==> config.mk <==
export PLATFORM = sky130hd
export DESIGN_NAME = vkrq_lane
export DESIGN_NICKNAME = d
export VERILOG_FILES = /design/src/rtl/vkrq_pkg.sv /design/src/rtl/vkrq_lane.sv
export SDC_FILE = /design/constraint.sdc
export NUM_CORES = 1
export LEC_CHECK = 0
export BUFFER_PORTS_ARGS = -buffer_cell sky130_fd_sc_hd__buf_4
export CAP_MARGIN = 20
export CELL_PAD_IN_SITES_DETAIL_PLACEMENT = 1
export CELL_PAD_IN_SITES_GLOBAL_PLACEMENT = 2
export CORE_AREA = 3 3 294 296
export CTS_CLUSTER_SIZE = 12
export DETAILED_ROUTE_END_ITERATION = 10
export DIE_AREA = 0 0 297 299
export PLACE_DENSITY_LB_ADDON = 0.1
export SYNTH_ARGS = -nofsm -noshare
export SYNTH_HDL_FRONTEND = slang
export SYNTH_SLANG_ARGS = --single-unit
==> constraint.sdc <==
create_clock -name clk -period 12.8 [get_ports clk]
set_input_delay 1.92 -clock clk [delete_from_list [all_inputs] [get_ports clk]]
set_output_delay 1.92 -clock clk [all_outputs]
set_load 0.01 [all_outputs]
==> src/rtl/vkrq_pkg.sv <==
`timescale 1ns / 1ps
// ----------------------------------------------------------------------------
// vkrq_pkg
// Shared types and constants of the keyframe range quantizer.
// ----------------------------------------------------------------------------
package vkrq_pkg;

    // default track store depth
    localparam int MAX_KEYS_DEF = 32;

    // 2 * 65535: numerator scale of the rounded quantizer
    localparam logic [16:0] CODE_SCALE = 17'd131070;

    // result kinds
    localparam logic [1:0] KIND_CONST  = 2'd0;
    localparam logic [1:0] KIND_HEADER = 2'd1;
    localparam logic [1:0] KIND_KEY    = 2'd2;
    localparam logic [1:0] KIND_OVF    = 2'd3;

    typedef struct packed {
        logic signed [31:0] value_x;
        logic signed [31:0] value_y;
        logic signed [31:0] value_z;
        logic        [15:0] frame_index;
        logic               last;
    } in_t;

    typedef struct packed {
        logic        [1:0]  kind;
        logic signed [31:0] base_x;
        logic signed [31:0] base_y;
        logic signed [31:0] base_z;
        logic        [31:0] span_x;
        logic        [31:0] span_y;
        logic        [31:0] span_z;
        logic        [15:0] key_frame;
        logic        [15:0] code_x;
        logic        [15:0] code_y;
        logic        [15:0] code_z;
        logic               final_result;
    } out_t;

    // control from sequencer to each lane
    typedef struct packed {
        logic upd;      // accepted key is stored
        logic first;    // it is the first key of the track
        logic clr;      // track done
        logic start;    // begin quantizing one stored value
    } lane_ctl_t;

    // per-component track statistics
    typedef struct packed {
        logic signed [31:0] min;
        logic        [31:0] span;
        logic signed [31:0] first;
        logic               neq;    // some key beyond tolerance of the first
    } lane_stat_t;

endpackage

==> src/rtl/vkrq_lane.sv <==
`timescale 1ns / 1ps
// ----------------------------------------------------------------------------
// vkrq_lane
// One component: min/max/tolerance tracking and a 16-step restoring divider
// for code = round((v - min) * 65535 / span).
// ----------------------------------------------------------------------------
module vkrq_lane
(
    input  logic                  clk,
    input  logic                  rst_n,
    input  vkrq_pkg::lane_ctl_t   ctl,
    input  logic signed [31:0]    val,
    input  logic        [15:0]    tol,
    output vkrq_pkg::lane_stat_t  stat,
    output logic        [15:0]    code,
    output logic                  done
);

    localparam logic [4:0] STP_IDLE = 5'd0;
    localparam logic [4:0] STP_MUL  = 5'd1;
    localparam logic [4:0] STP_LAST = 5'd17;

    logic signed [31:0] min_reg, max_reg, first_reg;
    logic               neq_reg;
    logic        [31:0] off_reg;
    logic        [33:0] rem_reg;
    logic        [15:0] nlo_reg, q_reg;
    logic        [4:0]  stp_reg;
    logic               done_reg;

    logic [31:0] span_c;
    logic [32:0] dv_c;
    logic [32:0] dist_c;
    logic [49:0] num_c;
    logic [33:0] trial_c;
    logic        ge_c;

    // statistics of the current track
    assign span_c = max_reg - min_reg;
    assign dv_c   = {span_c, 1'b0};
    assign dist_c = (val >= first_reg)
                  ? 33'(33'(signed'(val)) - 33'(signed'(first_reg)))
                  : 33'(33'(signed'(first_reg)) - 33'(signed'(val)));

    // numerator and one divider step
    assign num_c   = 50'(off_reg) * 50'(vkrq_pkg::CODE_SCALE) + 50'(span_c);
    assign trial_c = {rem_reg[32:0], nlo_reg[15]};
    assign ge_c    = trial_c >= {1'b0, dv_c};

    always_ff @(posedge clk or negedge rst_n)
    begin
        if (!rst_n)
        begin
            min_reg   <= '0;
            max_reg   <= '0;
            first_reg <= '0;
            neq_reg   <= 1'b0;
            stp_reg   <= STP_IDLE;
            done_reg  <= 1'b0;
        end
        else
        begin
            // key tracking
            if (ctl.clr)
            begin
                neq_reg <= 1'b0;
            end
            else if (ctl.upd)
            begin
                if (ctl.first)
                begin
                    min_reg   <= val;
                    max_reg   <= val;
                    first_reg <= val;
                    neq_reg   <= 1'b0;
                end
                else
                begin
                    if (dist_c > {17'd0, tol})
                    begin
                        neq_reg <= 1'b1;
                    end
                    if (val < min_reg)
                    begin
                        min_reg <= val;
                    end
                    if (val > max_reg)
                    begin
                        max_reg <= val;
                    end
                end
            end

            // divider sequencing
            if (ctl.start)
            begin
                stp_reg  <= STP_MUL;
                done_reg <= 1'b0;
            end
            else if (stp_reg == STP_LAST)
            begin
                stp_reg  <= STP_IDLE;
                done_reg <= 1'b1;
            end
            else if (stp_reg != STP_IDLE)
            begin
                stp_reg <= stp_reg + 5'd1;
            end
        end
    end

    // divider datapath
    always_ff @(posedge clk)
    begin
        if (ctl.start)
        begin
            off_reg <= val - min_reg;
        end
        else if (stp_reg == STP_MUL)
        begin
            rem_reg <= num_c[49:16];
            nlo_reg <= num_c[15:0];
            q_reg   <= '0;
        end
        else if (stp_reg != STP_IDLE)
        begin
            rem_reg <= ge_c ? 34'(trial_c - {1'b0, dv_c}) : trial_c;
            nlo_reg <= {nlo_reg[14:0], 1'b0};
            q_reg   <= {q_reg[14:0], ge_c};
        end
    end

    assign stat.min   = min_reg;
    assign stat.span  = span_c;
    assign stat.first = first_reg;
    assign stat.neq   = neq_reg;
    assign code       = (span_c == '0) ? 16'd0 : q_reg;
    assign done       = done_reg;

endmodule

==> results.yml, run 1 <==
place:
  io_buffers: 167
  place.gp.congestion: 0.9117
  dpl.hpwl_mm: 89.37
synthesis:
  synth_seq_area_share_pct: 18.66
  synth_top_cell_area_share_pct: 18.10
  ys.flop_type: "dfrtp_1"
  synth_area_leaders: "fa_1, ha_1, edfxtp_1, dfrtp_1, inv_1"
  syn_nets: 4021
  synth_edf_count: 97
  syn_inst: 3344
  synthesis.area_um2: 29420
  ys_types: 86
  synth_seq_cells: 200
  yosysWarnings: 0
  avgSynthCellArea_um2: 8.797
  async_reset_ff_share_pct: 51.50
  synth_top_cell_by_area: "fa_1"
global_route:
  grt.busiest_layer: "met2"
  grt_use_met1_pct: 30.13
  antenna_found_initial: 0
  grt_usage_pct: 23.65
  grt_pass1_vias: 26763
  use_met2_pct: 42.28
  met3_usage_pct: 2.063
  grt_start_max_net_pins: 89
  grt-ovfl-total: 0
  grt_pass1_wl_mm: 161.8
worst_setup_path:
  startpoint_type: "flop"
  cp.arrival_ps: 9570
  end_kind: "flop"
  crit_slowest_cell: "fa_1"
  crit_top_cell: "fa_1"
  cp-startpoint: "off_reg[14]$_DFFE_PP_"
  crit_fanout: 7
  max_stage_delay_ps: 640
  path_class: "reg -> reg"
  required_ps: 13050
  r2r-start: "off_reg[14]$_DFFE_PP_"
timing:
  fin_worst_skew_ps: 22.08
  min_period_ps: 9317
  rsz0062_at_grt: "no"
  max_slew_margin_pct: 19.95
  finalHoldViolations: 0
  worst_slew_pin_slew_ps: 1190
  max_freq_mhz: 107.3
  setup_tns_ps: 0
  setup_viol: 0
  finalMaxSlewViolations: 0
  finalCritPeriodShare_pct: 72.79
route:
  drt_iter0_drc: 1004
  ant_nets: 0
  vias: 24025
  dr.pass1.iters: 7
  routed_wl_mm: 104.2
  wire_per_inst_um: 22.56
  drc: 0
  via_per_inst: 5.202
die:
  start_util_pct: 35.10
  core-area_um2: 83820
  die_area_um2: 88800
  pin_count: 168
  die_x_um: 297
  fp.dieH_um: 299
  fp-row-count: 106
clock_tree:
  cts_setup_buffers: 0
  cts_resized: 0
  hold_buffers: 0
  clk_latency_ps: 530
  clkSinkCount: 200
  clock-root-buffer: "clkbuf_16"
  cts_made_buffers: 17
  path_clk_slew_ps: 90
  cts_buffer_depth: 2
  cts_tree: "built"
  cts-htree-levels: 4
min_path:
  worstHoldStart: "done$_DFFE_PN0P_"
  min_path_type: "reg -> reg"
finish:
  fill_cells: 9857
  largest_reg_flops: 33
  syn_to_final_growth_pct: 11.02
  drive_gt1_share_pct: 8.496
  diodes: 0
  fin_util_pct: 38.97
  nNetsFinal: 4148
flow_run:
  drv_cap: 0
run_status:
  status: "complete, no violations"
[worst paths after layout]
| check | slack, ps | end | cells after the start |
|---|---|---|---|
| min in group asynchronous | 1460 | min_reg[29]$_DFFE_PN0P_ | 1 |
| max | 3480 | rem_reg[31]$_DFFE_PP_ | 32 |
| max reg2reg | 3480 | rem_reg[31]$_DFFE_PP_ | 32 |
| min reg2reg | 530 | done$_DFFE_PN0P_ | 2 |
| max in group asynchronous | 10070 | min_reg[1]$_DFFE_PN0P_ | 2 |
| min | 530 | done$_DFFE_PN0P_ | 2 |
[Yosys cell counts (54+ instances only)]
master	number
inv_1	593
ha_1	357
a21oi_1	279
fa_1	266
nand2_1	197
nor2_1	178
o21ai_0	175
xnor2_1	121
dfrtp_1	103
a21o_1	98
edfxtp_1	97
mux2i_1	95
xor2_1	77
clkbuf_1	56
nand3_1	54
[cell families (layout without fill, tap and decap cells)]
group | count (synthesis) | in the layout | share of synthesized area (%)
buffers and inverters | 677 | 817 | 8.791
AO/OA/AOI/OAI | 826 | 826 | 17.81
XOR/XNOR | 198 | 198 | 5.895
flip-flops | 200 | 200 | 18.66
multiplexers | 101 | 101 | 3.462
adder cells (fa/ha/maj) | 623 | 623 | 33.29
AND/OR/NAND/NOR | 719 | 719 | 12.10
[through the flow]
step / hold slack (ps) / setup WS (ps) / cell area, um2 / cells
finish: 526.1 / 3483 / 32660 / 4618
CTS: 529.9 / 3440 / 32630 / 4616
floorplan: 494.6 / 4788 / 29420 / 3344
global placement: 489.0 / 3069 / 32000 / 4583
detailed placement: 509.3 / 3460 / 32000 / 4584
global route: 545.2 / 2802 / 32660 / 4618
[cell type report]
| class | count | area [um2] | area share [%] |
|---|---|---|---|
| Clock buffer | 19 | 454.2 | 1.391 |
| Clock inverter | 13 | 171.4 | 0.5248 |
| Inverter | 593 | 2226 | 6.815 |
| Multi-Input combinational cell | 2467 | 21450 | 65.66 |
| Sequential cell | 200 | 5490 | 16.81 |
| Tap cell | 1134 | 1419 | 4.344 |
| Timing Repair Buffer | 192 | 1454 | 4.451 |
[critical path: cells and delay by family (launching register included)]
family / cells / cell delay (ps)
AO/OA/AOI/OAI: 9 / 2410
XOR/XNOR: 2 / 250
adder cells (fa/ha/maj): 8 / 3970
buffers and inverters: 5 / 550
flip-flops: 1 / 550
multiplexers: 1 / 90
AND/OR/NAND/NOR: 7 / 1240
[metal layers]
layer  vias up  wire length, um
met3        94             2040
met5         -                0
li1      11583                -
met2       279            52000
met4         0             3077
met1     12069            47050
[placed cells by master (no fill, tap or decap), types with 8 or more instances in the layout]
master     netlist  layout
a211oi_1        30      30
a21boi_0         8       8
a21o_1          98      98
a21oi_1        279     279
a31o_2          10      10
a31oi_1         18      18
and2_1          27      27
and2_4           9       9
and3_1          21      21
and4_1          14      14
buf_4            4     189
clkbuf_16        0      18
dfrtp_1        103     103
edfxtp_1        97      97
fa_1           266     266
ha_1           357     357
inv_1          593     593
mux2i_1         95      95
nand2_1        197     196
nand2b_1        41      41
nand3_1         54      54
nand4_1         38      38
nor2_1         178     177
nor2b_1         42      42
nor3_1          41      41
nor4_1           9       9
o211ai_1        30      30
o21a_1          41      41
o21ai_0        175     175
o21bai_1        28      28
o31ai_1         12      12
or2_2            8       8
or3_1           11      11
xnor2_1        121     114
xor2_1          77      76
Power of run 1 is not shown: default switching activity piles up to over one toggle a cycle in this logic, so the estimate is an artifact.
==> run 2, diff against run 1 <==
ABC_AREA = 1   (was default)
CORE_AREA = 3 3 313 315   (was 3 3 294 296)
DIE_AREA = 0 0 316 318   (was 0 0 297 299)
clock period = 8.23 ns   (was 12.8 ns; I/O delays follow)
==> run 2 against run 1 <==
  * Count of clock-buffer cells in the layout shrank 1
  * Hold slack lost 20 ps
  * Synthesized cell count grew 34%
  * Via count grew 23%
  * Wire length grew 24%
  * Non-clock buffer count grew 18
  * Register-to-register slack lost 3200 ps
  * Clock skew grew 6.1 ps
  * Design area grew 9.8%
  * Critical path type unchanged
==> results.yml, run 2 <==
global_route:
  grt_pass1_vias: 32035
  grt-ovfl-total: 0
  grt_usage_pct: 26.00
  grt_start_max_net_pins: 61
  grt_pass1_wl_mm: 197.2
  antenna_found_initial: 0
min_path:
  min_path_type: "reg -> reg"
worst_setup_path:
  required_ps: 8520
  cp.arrival_ps: 8250
  crit_top_cell: "inv_1"
  path_class: "reg -> reg"
  max_stage_delay_ps: 600
  crit_fanout: 5
  crit_slowest_cell: "fa_1"
  end_kind: "flop"
  startpoint_type: "flop"
route:
  vias: 29523
  ant_nets: 0
  drc: 0
  dr.pass1.iters: 5
  via_per_inst: 4.980
  wire_per_inst_um: 21.84
  drt_iter0_drc: 1224
  routed_wl_mm: 129.5
timing:
  fin_worst_skew_ps: 28.18
  finalCritPeriodShare_pct: 96.69
  finalHoldViolations: 0
  max_slew_margin_pct: 22.66
  hold_ws_ps: 506.3
  rsz0062_at_grt: "yes"
  setup_viol: 0
  max_freq_mhz: 125.7
  finalMaxSlewViolations: 0
  min_period_ps: 7958
  worst_slew_pin_slew_ps: 1152
  setup_ws_ps: 272.3
clock_tree:
  hold_buffers: 0
  clock-root-buffer: "clkbuf_16"
  cts_tree: "built"
  clk_latency_ps: 540
  path_clk_slew_ps: 80
  cts-htree-levels: 4
  clkSinkCount: 200
  cts_buffer_depth: 2
  cts_made_buffers: 17
synthesis:
  synthTopCellsByCount: "nand2_1, inv_1, ha_1"
  synth_top_cell_by_area: "fa_1"
  synthesis.area_um2: 32280
  synth_compound_area_share_pct: 13.16
  avgSynthCellArea_um2: 7.204
  synthMuxAreaShare_pct: 0
  async_reset_ff_share_pct: 51.50
  syn_inst: 4481
  ys.flop_type: "dfrtp_1"
  yosys.area_share.adder_pct: 30.33
  synth_top_cell_area_share_pct: 16.50
  ys_types: 62
  yosysMostFrequentCell: "nand2_1"
  synth-xor-area-share_pct: 4.868
  synth_edf_count: 97
  synth_area_leaders: "fa_1, ha_1, nand2_1, inv_1, edfxtp_1"
  synth_seq_cells: 200
  synth_top_family_by_area: "adder cells"
  synth_seq_area_share_pct: 17.01
  yosysWarnings: 0
  syn_nets: 5158
  synth-simple-area-share_pct: 22.43
finish:
  design_area_um2: 35870
  syn_to_final_growth_pct: 11.11
  diodes: 0
  nNetsFinal: 5327
  mostFrequentLayoutCells: "nand2_1, inv_1, ha_1"
  largest_reg_flops: 33
  layout_commonest_cell: "nand2_1"
  drive_gt1_share_pct: 9.543
  finalNonFillerCells: 5928
die:
  die_x_um: 316
  pin_count: 168
  core-area_um2: 95150
  fp.dieH_um: 318
  start_util_pct: 33.92
  fp-row-count: 113
  die_area_um2: 100500
place:
  place.gp.congestion: 0.9402
  place_area_um2: 35080
  dpl.hpwl_mm: 113.7
  io_buffers: 167
  place_inst: 5887
  dpl_worst_slack_ps: -181.7
flow_run:
  drv_cap: 0
run_status:
  status: "complete, no violations"
run 2: cell type report:
type / count / area [um2]
fill: 11941 / 59290
multi-input combinational: 3259 / 23030
sequential: 200 / 5490
inverter: 962 / 3611
tap: 1265 / 1583
timing repair buffer: 210 / 1577
clock buffer: 18 / 439.2
clock inverter: 14 / 133.9
run 2: path summary, 6_finish.rpt:
kind                       slack [ps]                        to  cells past startpoint               startpoint
min reg2reg                       510   min_reg[26]$_DFFE_PN0P_                      2  min_reg[26]$_DFFE_PN0P_
max reg2reg                       270     rem_reg[25]$_DFFE_PP_                     34     off_reg[7]$_DFFE_PP_
min in group asynchronous         780  first_reg[2]$_DFFE_PN0P_                      1                    rst_n
max                               270     rem_reg[25]$_DFFE_PP_                     34     off_reg[7]$_DFFE_PP_
min                               510   min_reg[26]$_DFFE_PN0P_                      2  min_reg[26]$_DFFE_PN0P_
max in group asynchronous        6170   max_reg[20]$_DFFE_PN0P_                      2                    rst_n
run 2: worst max-delay path: cells and delay by family (launching register included):
kind / cells / cell delay [ps]
AOI/OAI and AO/OA: 7 / 1240
xor gates and xnor gates: 1 / 310
adders and majority gates: 8 / 3920
buffers and inverters: 9 / 730
DFF: 1 / 400
and+or+nand+nor: 9 / 1070
run 2: per-layer routing:
metal	track usage (%)	share of wire (%)	routed length [um]	vias up
met5	0	0	0	-
met4	9.460	3.8	4924	0
met3	2.286	2.0	2604	142
met2	48.59	52	67830	353
met1	30.60	42	54130	14539
li1	-	-	-	14489
run 2: kinds of logic (layout without fill, tap and decap cells):
| kind of cell | count (synthesis) | count (layout) |
|---|---|---|
| AOI/OAI and AO/OA | 753 | 753 |
| xor gates and xnor gates | 176 | 176 |
| adders and majority gates | 623 | 623 |
| buffers and inverters | 1022 | 1204 |
| DFF | 200 | 200 |
| and+or+nand+nor | 1707 | 1707 |
run 2: metrics by stage:
stage	utilization, %	TNS [ps]
6_report	37.69	0
5_1_grt	37.69	-87.97
4_1_cts	37.49	0
3_5_place_dp	36.86	-441.9
3_3_place_gp	36.86	-664.4
2_1_floorplan	-	0
run 2: timing repair:
action / in CTS / in global routing
buffers inserted: 0 / 9
pin swaps: 0 / 4
resized for setup: 4 / 38
endpoints found under the setup margin: 9 / 21
Power of run 2 is left out for the same reason.
